--- src/hw/rtl/gdec_pkg.sv ---
`timescale 1ns / 1ps
// ----------------------------------------------------------------------------
// gdec_pkg: shared types and constants of the gamepad conditioner
//
// Field widths, configuration register indexes and reset values, and the
// packed transaction types of the input and result channels.
// ----------------------------------------------------------------------------
package gdec_pkg;

    // Field widths.
    localparam int BUTTON_BITS = 18;
    localparam int AXIS_BITS   = 16;
    localparam int MASK_W      = BUTTON_BITS + 2;
    localparam int ZONE_W      = AXIS_BITS - 1;
    localparam int TRIG_W      = 16;
    localparam int CFG_DATA_W  = (ZONE_W > TRIG_W) ? ZONE_W : TRIG_W;
    localparam int CFG_ADDR_W  = 2;

    // Configuration register indexes.
    localparam logic [CFG_ADDR_W-1:0] CFG_LEFT_ZONE   = 2'd0;
    localparam logic [CFG_ADDR_W-1:0] CFG_RIGHT_ZONE  = 2'd1;
    localparam logic [CFG_ADDR_W-1:0] CFG_TRIG_THRESH = 2'd2;

    // Reset values: a quarter of full scale for both zones, about 0.1 of
    // full travel for the trigger threshold.
    localparam logic [ZONE_W-1:0] ZONE_RST   = ZONE_W'(1) << (AXIS_BITS - 3);
    localparam logic [TRIG_W-1:0] THRESH_RST = 16'd6554;

    // One controller reading.
    typedef struct packed {
        logic        [BUTTON_BITS-1:0] button_bits;
        logic signed [AXIS_BITS-1:0]   left_x_raw;
        logic signed [AXIS_BITS-1:0]   left_y_raw;
        logic signed [AXIS_BITS-1:0]   right_x_raw;
        logic signed [AXIS_BITS-1:0]   right_y_raw;
        logic        [TRIG_W-1:0]      left_pull;
        logic        [TRIG_W-1:0]      right_pull;
    } in_t;

    // One conditioned result.
    typedef struct packed {
        logic signed [AXIS_BITS-1:0] left_x_out;
        logic signed [AXIS_BITS-1:0] left_y_out;
        logic signed [AXIS_BITS-1:0] right_x_out;
        logic signed [AXIS_BITS-1:0] right_y_out;
        logic        [MASK_W-1:0]    held_mask;
        logic        [MASK_W-1:0]    pressed_mask;
        logic        [MASK_W-1:0]    released_mask;
    } out_t;

endpackage

--- src/hw/rtl/gamepad_deadzone_edge_conditioner_top.sv ---
`timescale 1ns / 1ps
// ----------------------------------------------------------------------------
// gamepad_deadzone_edge_conditioner_top: radial dead zone and button edges
//
// Conditions one controller reading per transaction. Each stick gets a
// scaled radial dead zone, the triggers become two extra button bits, and
// the button state is compared with the previous reading.
// ----------------------------------------------------------------------------
// A reading is taken when s_valid and s_ready are both high; s_ready is high
// only while the block is idle, and a finished result may still wait in the
// output register while the next reading is taken. Each stick runs through
// one shared subtract-and-shift unit that does a 16-step square root, a
// 16-step division for the normalized magnitude and two 16-step divisions
// for the axis outputs, with a shared 16x16 multiplier for the squares and
// the scale products. A stick inside its dead zone skips the divisions; a
// capped magnitude skips the first division. Configuration writes (cfg_we,
// cfg_addr, cfg_wdata) take effect at once and must be made while the block
// is idle; writes to an unknown index are ignored.
// ----------------------------------------------------------------------------
module gamepad_deadzone_edge_conditioner_top
    import gdec_pkg::*;
(
    input  logic                  aclk,
    input  logic                  aresetn,

    input  logic                  s_valid,
    output logic                  s_ready,
    input  in_t                   s_data,

    output logic                  m_valid,
    input  logic                  m_ready,
    output out_t                  m_data,

    input  logic                  cfg_we,
    input  logic [CFG_ADDR_W-1:0] cfg_addr,
    input  logic [CFG_DATA_W-1:0] cfg_wdata
);

    localparam int A     = AXIS_BITS;
    localparam int SQ_W  = 2 * A;
    localparam int UW    = A + 3;
    localparam int CNT_W = $clog2(A);
    localparam logic [A-1:0]     ONE      = {1'b1, {(A-1){1'b0}}};
    localparam logic [CNT_W-1:0] LAST_CNT = CNT_W'(A - 1);

    typedef enum logic [3:0] {
        ST_IDLE,
        ST_SQX,
        ST_SQY,
        ST_SQRT,
        ST_ZONE,
        ST_NDIV,
        ST_MULX,
        ST_DIVX,
        ST_MULY,
        ST_DIVY,
        ST_DONE
    } state_t;

    state_t             state_reg;
    logic               stick_reg;
    in_t                in_reg;
    logic [MASK_W-1:0]  held_reg;
    logic [MASK_W-1:0]  prev_mask_reg;
    logic [ZONE_W-1:0]  left_zone_reg;
    logic [ZONE_W-1:0]  right_zone_reg;
    logic [TRIG_W-1:0]  thresh_reg;

    logic [SQ_W-1:0]    sq_reg;
    logic [SQ_W-1:0]    dv_reg;
    logic [UW-1:0]      rem_reg;
    logic [A-1:0]       q_reg;
    logic [CNT_W-1:0]   cnt_reg;
    logic [A-1:0]       div_reg;
    logic [A-1:0]       mag_reg;
    logic [A-1:0]       norm_reg;

    logic [A-1:0]       lx_out_reg;
    logic [A-1:0]       ly_out_reg;
    logic [A-1:0]       rx_out_reg;
    logic [A-1:0]       ry_out_reg;
    out_t               m_data_reg;
    logic               m_valid_reg;

    // Apply the input sign to a quotient magnitude and saturate +1.0.
    function automatic logic [A-1:0] apply_sign(input logic [A-1:0] mag_q,
                                                input logic         neg);
        logic [A-1:0] res;
        if (neg) begin
            res = -mag_q;
        end else if (mag_q >= ONE) begin
            res = ONE - A'(1);
        end else begin
            res = mag_q;
        end
        return res;
    endfunction

    // Operands of the stick being worked on.
    logic [A-1:0]      x_raw;
    logic [A-1:0]      y_raw;
    logic [A-1:0]      abs_x;
    logic [A-1:0]      abs_y;
    logic [A-1:0]      zone_ext;

    always_comb begin
        x_raw    = stick_reg ? in_reg.right_x_raw : in_reg.left_x_raw;
        y_raw    = stick_reg ? in_reg.right_y_raw : in_reg.left_y_raw;
        abs_x    = x_raw[A-1] ? -x_raw : x_raw;
        abs_y    = y_raw[A-1] ? -y_raw : y_raw;
        zone_ext = {1'b0, (stick_reg ? right_zone_reg : left_zone_reg)};
    end

    // Shared multiplier: squares first, then the scale products.
    logic [A-1:0]    mul_a;
    logic [A-1:0]    mul_b;
    logic [SQ_W-1:0] prod;

    always_comb begin
        case (state_reg)
            ST_SQX: begin
                mul_a = abs_x;
                mul_b = abs_x;
            end
            ST_SQY: begin
                mul_a = abs_y;
                mul_b = abs_y;
            end
            ST_MULX: begin
                mul_a = abs_x;
                mul_b = norm_reg;
            end
            ST_MULY: begin
                mul_a = abs_y;
                mul_b = norm_reg;
            end
            default: begin
                mul_a = '0;
                mul_b = '0;
            end
        endcase
        prod = mul_a * mul_b;
    end

    // Shared subtract-and-shift unit. The square root brings down two bits
    // per step and tries 4*root+1; a division brings down one bit and tries
    // the divisor.
    logic            sqrt_mode;
    logic [UW-1:0]   shifted;
    logic [UW-1:0]   trial;
    logic            ge;
    logic [UW-1:0]   rem_next;
    logic [A-1:0]    q_next;
    logic [SQ_W-1:0] dv_next;
    logic            last_step;

    always_comb begin
        sqrt_mode = (state_reg == ST_SQRT);
        if (sqrt_mode) begin
            shifted = {rem_reg[UW-3:0], dv_reg[SQ_W-1 -: 2]};
            trial   = UW'({q_reg, 2'b01});
            dv_next = dv_reg << 2;
        end else begin
            shifted = {rem_reg[UW-2:0], dv_reg[SQ_W-1]};
            trial   = UW'(div_reg);
            dv_next = dv_reg << 1;
        end
        ge        = (shifted >= trial);
        rem_next  = ge ? (shifted - trial) : shifted;
        q_next    = {q_reg[A-2:0], ge};
        last_step = (cnt_reg == LAST_CNT);
    end

    // Dead-zone decision and first remainder of the normalizing division.
    logic [A-1:0] mag_minus_z;
    logic [A-1:0] one_minus_z;
    logic         in_zone;
    logic         norm_cap;

    always_comb begin
        mag_minus_z = mag_reg - zone_ext;
        one_minus_z = ONE - zone_ext;
        in_zone     = (mag_reg < zone_ext) || (mag_reg == '0);
        norm_cap    = ((mag_minus_z >> 1) >= one_minus_z);
    end

    // Sequencer, configuration registers and output register.
    always_ff @(posedge aclk) begin
        if (!aresetn) begin
            state_reg      <= ST_IDLE;
            stick_reg      <= 1'b0;
            prev_mask_reg  <= '0;
            left_zone_reg  <= ZONE_RST;
            right_zone_reg <= ZONE_RST;
            thresh_reg     <= THRESH_RST;
            m_valid_reg    <= 1'b0;
        end else begin
            if (cfg_we) begin
                case (cfg_addr)
                    CFG_LEFT_ZONE:   left_zone_reg  <= cfg_wdata[ZONE_W-1:0];
                    CFG_RIGHT_ZONE:  right_zone_reg <= cfg_wdata[ZONE_W-1:0];
                    CFG_TRIG_THRESH: thresh_reg     <= cfg_wdata[TRIG_W-1:0];
                    default: ;
                endcase
            end

            // In ST_DONE a leaving result is replaced by the new one below.
            if (m_valid_reg && m_ready && state_reg != ST_DONE) begin
                m_valid_reg <= 1'b0;
            end

            case (state_reg)
                ST_IDLE: begin
                    if (s_valid) begin
                        in_reg    <= s_data;
                        held_reg  <= {(s_data.right_pull > thresh_reg),
                                      (s_data.left_pull > thresh_reg),
                                      s_data.button_bits};
                        stick_reg <= 1'b0;
                        state_reg <= ST_SQX;
                    end
                end
                ST_SQX: begin
                    sq_reg    <= prod;
                    state_reg <= ST_SQY;
                end
                ST_SQY: begin
                    dv_reg    <= sq_reg + prod;
                    rem_reg   <= '0;
                    q_reg     <= '0;
                    cnt_reg   <= '0;
                    state_reg <= ST_SQRT;
                end
                ST_SQRT: begin
                    rem_reg <= rem_next;
                    q_reg   <= q_next;
                    dv_reg  <= dv_next;
                    cnt_reg <= cnt_reg + CNT_W'(1);
                    if (last_step) begin
                        mag_reg   <= q_next;
                        state_reg <= ST_ZONE;
                    end
                end
                ST_ZONE: begin
                    if (in_zone) begin
                        if (stick_reg) begin
                            rx_out_reg <= '0;
                            ry_out_reg <= '0;
                            state_reg  <= ST_DONE;
                        end else begin
                            lx_out_reg <= '0;
                            ly_out_reg <= '0;
                            stick_reg  <= 1'b1;
                            state_reg  <= ST_SQX;
                        end
                    end else if (norm_cap) begin
                        norm_reg  <= ONE;
                        state_reg <= ST_MULX;
                    end else begin
                        rem_reg   <= UW'(mag_minus_z >> 1);
                        dv_reg    <= {mag_minus_z[0], {(SQ_W-1){1'b0}}};
                        div_reg   <= one_minus_z;
                        q_reg     <= '0;
                        cnt_reg   <= '0;
                        state_reg <= ST_NDIV;
                    end
                end
                ST_NDIV: begin
                    rem_reg <= rem_next;
                    q_reg   <= q_next;
                    dv_reg  <= dv_next;
                    cnt_reg <= cnt_reg + CNT_W'(1);
                    if (last_step) begin
                        norm_reg  <= (q_next > ONE) ? ONE : q_next;
                        state_reg <= ST_MULX;
                    end
                end
                ST_MULX, ST_MULY: begin
                    rem_reg   <= UW'(prod[SQ_W-1:A]);
                    dv_reg    <= {prod[A-1:0], {A{1'b0}}};
                    div_reg   <= mag_reg;
                    q_reg     <= '0;
                    cnt_reg   <= '0;
                    state_reg <= (state_reg == ST_MULX) ? ST_DIVX : ST_DIVY;
                end
                ST_DIVX: begin
                    rem_reg <= rem_next;
                    q_reg   <= q_next;
                    dv_reg  <= dv_next;
                    cnt_reg <= cnt_reg + CNT_W'(1);
                    if (last_step) begin
                        if (stick_reg) begin
                            rx_out_reg <= apply_sign(q_next, x_raw[A-1]);
                        end else begin
                            lx_out_reg <= apply_sign(q_next, x_raw[A-1]);
                        end
                        state_reg <= ST_MULY;
                    end
                end
                ST_DIVY: begin
                    rem_reg <= rem_next;
                    q_reg   <= q_next;
                    dv_reg  <= dv_next;
                    cnt_reg <= cnt_reg + CNT_W'(1);
                    if (last_step) begin
                        if (stick_reg) begin
                            ry_out_reg <= apply_sign(q_next, y_raw[A-1]);
                            state_reg  <= ST_DONE;
                        end else begin
                            ly_out_reg <= apply_sign(q_next, y_raw[A-1]);
                            stick_reg  <= 1'b1;
                            state_reg  <= ST_SQX;
                        end
                    end
                end
                ST_DONE: begin
                    // Wait for the output register to be free.
                    if (!m_valid_reg || m_ready) begin
                        m_data_reg.left_x_out    <= lx_out_reg;
                        m_data_reg.left_y_out    <= ly_out_reg;
                        m_data_reg.right_x_out   <= rx_out_reg;
                        m_data_reg.right_y_out   <= ry_out_reg;
                        m_data_reg.held_mask     <= held_reg;
                        m_data_reg.pressed_mask  <= held_reg & ~prev_mask_reg;
                        m_data_reg.released_mask <= ~held_reg & prev_mask_reg;
                        prev_mask_reg            <= held_reg;
                        m_valid_reg              <= 1'b1;
                        state_reg                <= ST_IDLE;
                    end
                end
                default: begin
                    state_reg <= ST_IDLE;
                end
            endcase
        end
    end

    assign s_ready = (state_reg == ST_IDLE);
    assign m_valid = m_valid_reg;
    assign m_data  = m_data_reg;

    // A division step never starts with a remainder at or above the divisor.
    assert property (@(posedge aclk) disable iff (!aresetn)
        (state_reg == ST_NDIV || state_reg == ST_DIVX || state_reg == ST_DIVY)
        |-> (rem_reg < UW'(div_reg)))
        else $error("division remainder not below divisor");

    // The stored previous mask always matches the result on offer.
    assert property (@(posedge aclk) disable iff (!aresetn)
        m_valid_reg |-> (prev_mask_reg == m_data_reg.held_mask))
        else $error("previous mask out of step with result");

    // A button cannot be pressed and released in the same reading.
    assert property (@(posedge aclk) disable iff (!aresetn)
        m_valid_reg |-> ((m_data_reg.pressed_mask & m_data_reg.released_mask) == '0))
        else $error("pressed and released masks overlap");

    // An accepted reading starts with the left stick.
    assert property (@(posedge aclk) disable iff (!aresetn)
        (s_valid && s_ready) |=> (state_reg == ST_SQX && !stick_reg))
        else $error("reading not started on the left stick");

endmodule
--- config.mk ---
export PLATFORM = sky130hd
export DESIGN_NAME = gamepad_deadzone_edge_conditioner_top
export DESIGN_NICKNAME = d
export VERILOG_FILES = /design/src/hw/rtl/gdec_pkg.sv /design/src/hw/rtl/gamepad_deadzone_edge_conditioner_top.sv
export SDC_FILE = /design/constraint.sdc
export NUM_CORES = 2
export LEC_CHECK = 0
export BUFFER_PORTS_ARGS = -buffer_cell sky130_fd_sc_hd__buf_4
export CELL_PAD_IN_SITES_DETAIL_PLACEMENT = 2
export CELL_PAD_IN_SITES_GLOBAL_PLACEMENT = 2
export CORE_UTILIZATION = 41
export CTS_BUF_LIST = sky130_fd_sc_hd__clkbuf_2
export DETAILED_ROUTE_END_ITERATION = 10
export PLACE_DENSITY_LB_ADDON = 0.25
export REMOVE_ABC_BUFFERS = 1
export SLEW_MARGIN = 20
export SYNTH_ARGS = -nofsm -noshare
export SYNTH_HDL_FRONTEND = slang
export SYNTH_SLANG_ARGS = --single-unit
--- constraint.sdc ---
create_clock -name aclk -period 12.15 [get_ports aclk]
set_clock_uncertainty 0.05 [all_clocks]
set_input_delay 2.43 -clock aclk [delete_from_list [all_inputs] [get_ports aclk]]
set_output_delay 2.43 -clock aclk [all_outputs]
set_load 0.02 [all_outputs]
==> impl_metrics.env <==
export IMPL_firstDrtPassIters=5
export IMPL_dr_first_iter_drc_count=1502
export IMPL_arrival_ps=12410
export IMPL_fin_nets=4043
export IMPL_wirelength_um=117000
export IMPL_cts_tree="done"
export IMPL_clkLatencyLatePin_ps=1410
export IMPL_post_cts_resized=0
export IMPL_setup_slack_ps=714
export IMPL_slew_viol_final=0
export IMPL_row_count=103
export IMPL_max_cap_viol_count=0
export IMPL_hold_viol=0
export IMPL_synth_edff_count=422
export IMPL_synth_area_um2=33100
export IMPL_setup_violations=0
export IMPL_vias=26500
export IMPL_grt_overflow_total=0
export IMPL_via_per_inst=5.69
export IMPL_min_period_ps=11440
export IMPL_fillers=8319
export IMPL_die_x_um=286
export IMPL_post_cts_buffers=0
export IMPL_leakagePower_nw=15.6
export IMPL_critPathSlowestCell="o22ai_2"
export IMPL_yosysWarningCount=0
export IMPL_synth_largest_area_cell="edfxtp_1"
export IMPL_detail_route_antenna_nets=0
export IMPL_areaGrowthSynthToFinish_pct=13.9
export IMPL_rrSetupSlack_ps=710
export IMPL_crit_path_start_kind="flip-flop"
export IMPL_cts_root_buffer="clkbuf_2"
export IMPL_synth_ff_type="edfxtp_1"
export IMPL_powerDensity_nw_per_um2=111
export IMPL_pre_cts_ws_ps=918
export IMPL_vdd_ir_drop_max_mv=0.0826
export IMPL_start_util=0.417
export IMPL_crit_fanout=42
export IMPL_rsz0062_at_grt="no"
export IMPL_cts_hold_buf=0
export IMPL_drt_drc_violations_left=0
export IMPL_die_h_um=286
export IMPL_r2r_worst_path_cells=37
export IMPL_largest_register_ffs=124
export IMPL_hpwl_um=89100
export IMPL_grt_pass1_wl_um=179000
export IMPL_worstReg2RegStart="stick_reg"
export IMPL_io_pins=263
export IMPL_design_die_area_um2=81800
export IMPL_synthTopCellsByArea="edfxtp_1 (38%), fa_1 (12%), ha_1 (8.3%)"
export IMPL_setup_tns_final_ps=0
export IMPL_gp_congestion=0.902
export IMPL_hold_path_class="flip-flop to flip-flop"
export IMPL_ys_ff_latch=494
export IMPL_worstPathRequired_ps=13120
export IMPL_grt_total_usage=0.286
export IMPL_postSynthCellCount=3165
export IMPL_grt_max_degree=65
export IMPL_status="completed"
export IMPL_crit_start="stick_reg"
export IMPL_cp_end_kind="flip-flop"
export IMPL_antenna_found_initial=2
export IMPL_avgSynthCellArea_um2=10.4
export IMPL_synth_distinct_cells=83
export IMPL_clockBufferDepth=3
export IMPL_cpMostUsedCell="fa_1"
export IMPL_cts_clk_slew_worst_paths_ps=130
export IMPL_synth_top_area_frac=0.383
export IMPL_io_buffers=262
export IMPL_yosysSeqAreaShare=0.427
export IMPL_reg2reg_to="dv_reg[30]"
export IMPL_crit_path_end="dv_reg[30]"
export IMPL_fmax_mhz=87.4
export IMPL_drive_above_1_share=0.163
export IMPL_coreArea_um2=79400
export IMPL_numClockSinks=494
export IMPL_crit_path_max_incr_delay_ps=730
export IMPL_numCtsBuffers=139
export IMPL_synthArstFlopShare=0
export IMPL_max_slew_margin=0.212
export IMPL_grt_pass1_vias=30100
export IMPL_worst_slew_pin_slew_ps=1180
export IMPL_min_period_over_period=0.941
export IMPL_wl_per_cell_um=25.1
export IMPL_crit_type="flip-flop to flip-flop"
export IMPL_htreeDepth=4
[per-stage QoR]
stage	area (um^2)	util	cells	hold slack, ps	power [W]
floorplan	32500	-	3027	350	0.00255
global placement	36300	0.457	4397	351	0.00284
detailed placement	36300	0.457	4398	356	0.00291
CTS	37600	0.474	4649	363	0.00423
global route	37700	0.474	4654	355	0.00439
finish	37700	0.474	4655	349	0.00418
[critical path: cells and delay by family, from the launching register on]
family | cells | cell delay (ps)
muxes | 1 | 430
AOI/OAI and AO/OA | 13 | 3260
buffers and inverters | 4 | 630
DFF | 1 | 510
xor gates and xnor gates | 2 | 610
adders and majority gates | 8 | 3910
and+or+nand+nor | 9 | 1630
[synth_stat cells (all sizes together) (24+ instances only)]
library cell / count
a211oi: 25
nand2: 434
xor2: 53
and3: 34
a31oi: 24
ha: 220
dfxtp: 72
nor3: 36
clkbuf: 102
nor2b: 64
buf: 36
edfxtp: 422
nand3: 35
nor2: 253
o21ai: 76
o22ai: 35
a21o: 52
a21oi: 211
o21a: 25
and2: 51
mux2i: 89
a311oi: 26
xnor2: 68
inv: 273
fa: 197
nand2b: 25
[power by group]
part	total (W)	internal, W	switching (W)	leakage (nW)
Clock	0.00130	0.000480	0.000822	0.988
Combinational	0.000967	0.000350	0.000617	10.2
Sequential	0.00191	0.00189	0.0000251	4.45
Total	0.00418	0.00272	0.00146	15.6
[worst min path at each step]
stage                   startpoint          end  slack, ps  depth (start not counted)
CTS                  rx_out_reg[2]   m_data[78]        360                          0
floorplan            ly_out_reg[8]  m_data[100]        350                          0
finish               rx_out_reg[2]   m_data[78]        350                          0
global placement     rx_out_reg[8]   m_data[84]        350                          0
global route        rx_out_reg[11]   m_data[87]        350                          0
detailed placement  ly_out_reg[10]  m_data[102]        360                          0
[final cells by class]
class | count | area (um^2) | share of cell area
Antenna cell | 6 | 15.0 | 0.000399
Clock inverter | 47 | 303 | 0.00804
Clock buffer | 204 | 1020 | 0.0271
Tap cell | 1050 | 1310 | 0.0349
Timing Repair Buffer | 321 | 2410 | 0.0639
Sequential cell | 494 | 14100 | 0.375
Multi-Input combinational cell | 2260 | 17500 | 0.464
Inverter | 273 | 1020 | 0.0272
[routing by layer]
metal / vias to the layer above / GRT usage / routed length [um]
met5: - / 0 / 0
met4: 0 / 0.106 / 3650
met3: 216 / 0.0462 / 5770
met2: 770 / 0.509 / 60400
met1: 13700 / 0.347 / 47100
li1: 11800 / - / -
[layout by cell type (no fill, tap or decap), types with 71 or more instances in the layout]
| cell type | n |
|---|---|
| nand2_1 | 434 |
| edfxtp_1 | 422 |
| buf_4 | 320 |
| inv_1 | 271 |
| nor2_1 | 251 |
| ha_1 | 220 |
| a21oi_1 | 209 |
| clkbuf_2 | 204 |
| fa_1 | 197 |
| mux2i_1 | 89 |
| o21ai_0 | 74 |
| dfxtp_1 | 71 |
[logic make-up after synthesis]
kind of cell,share of synthesized area
xor+xnor,0.0328
fa+ha+maj,0.202
flops,0.427
simple gates,0.140
compound gates,0.122
buf+inv,0.0479
mux,0.0280
Note: power is estimated with default switching activity, not from simulation.
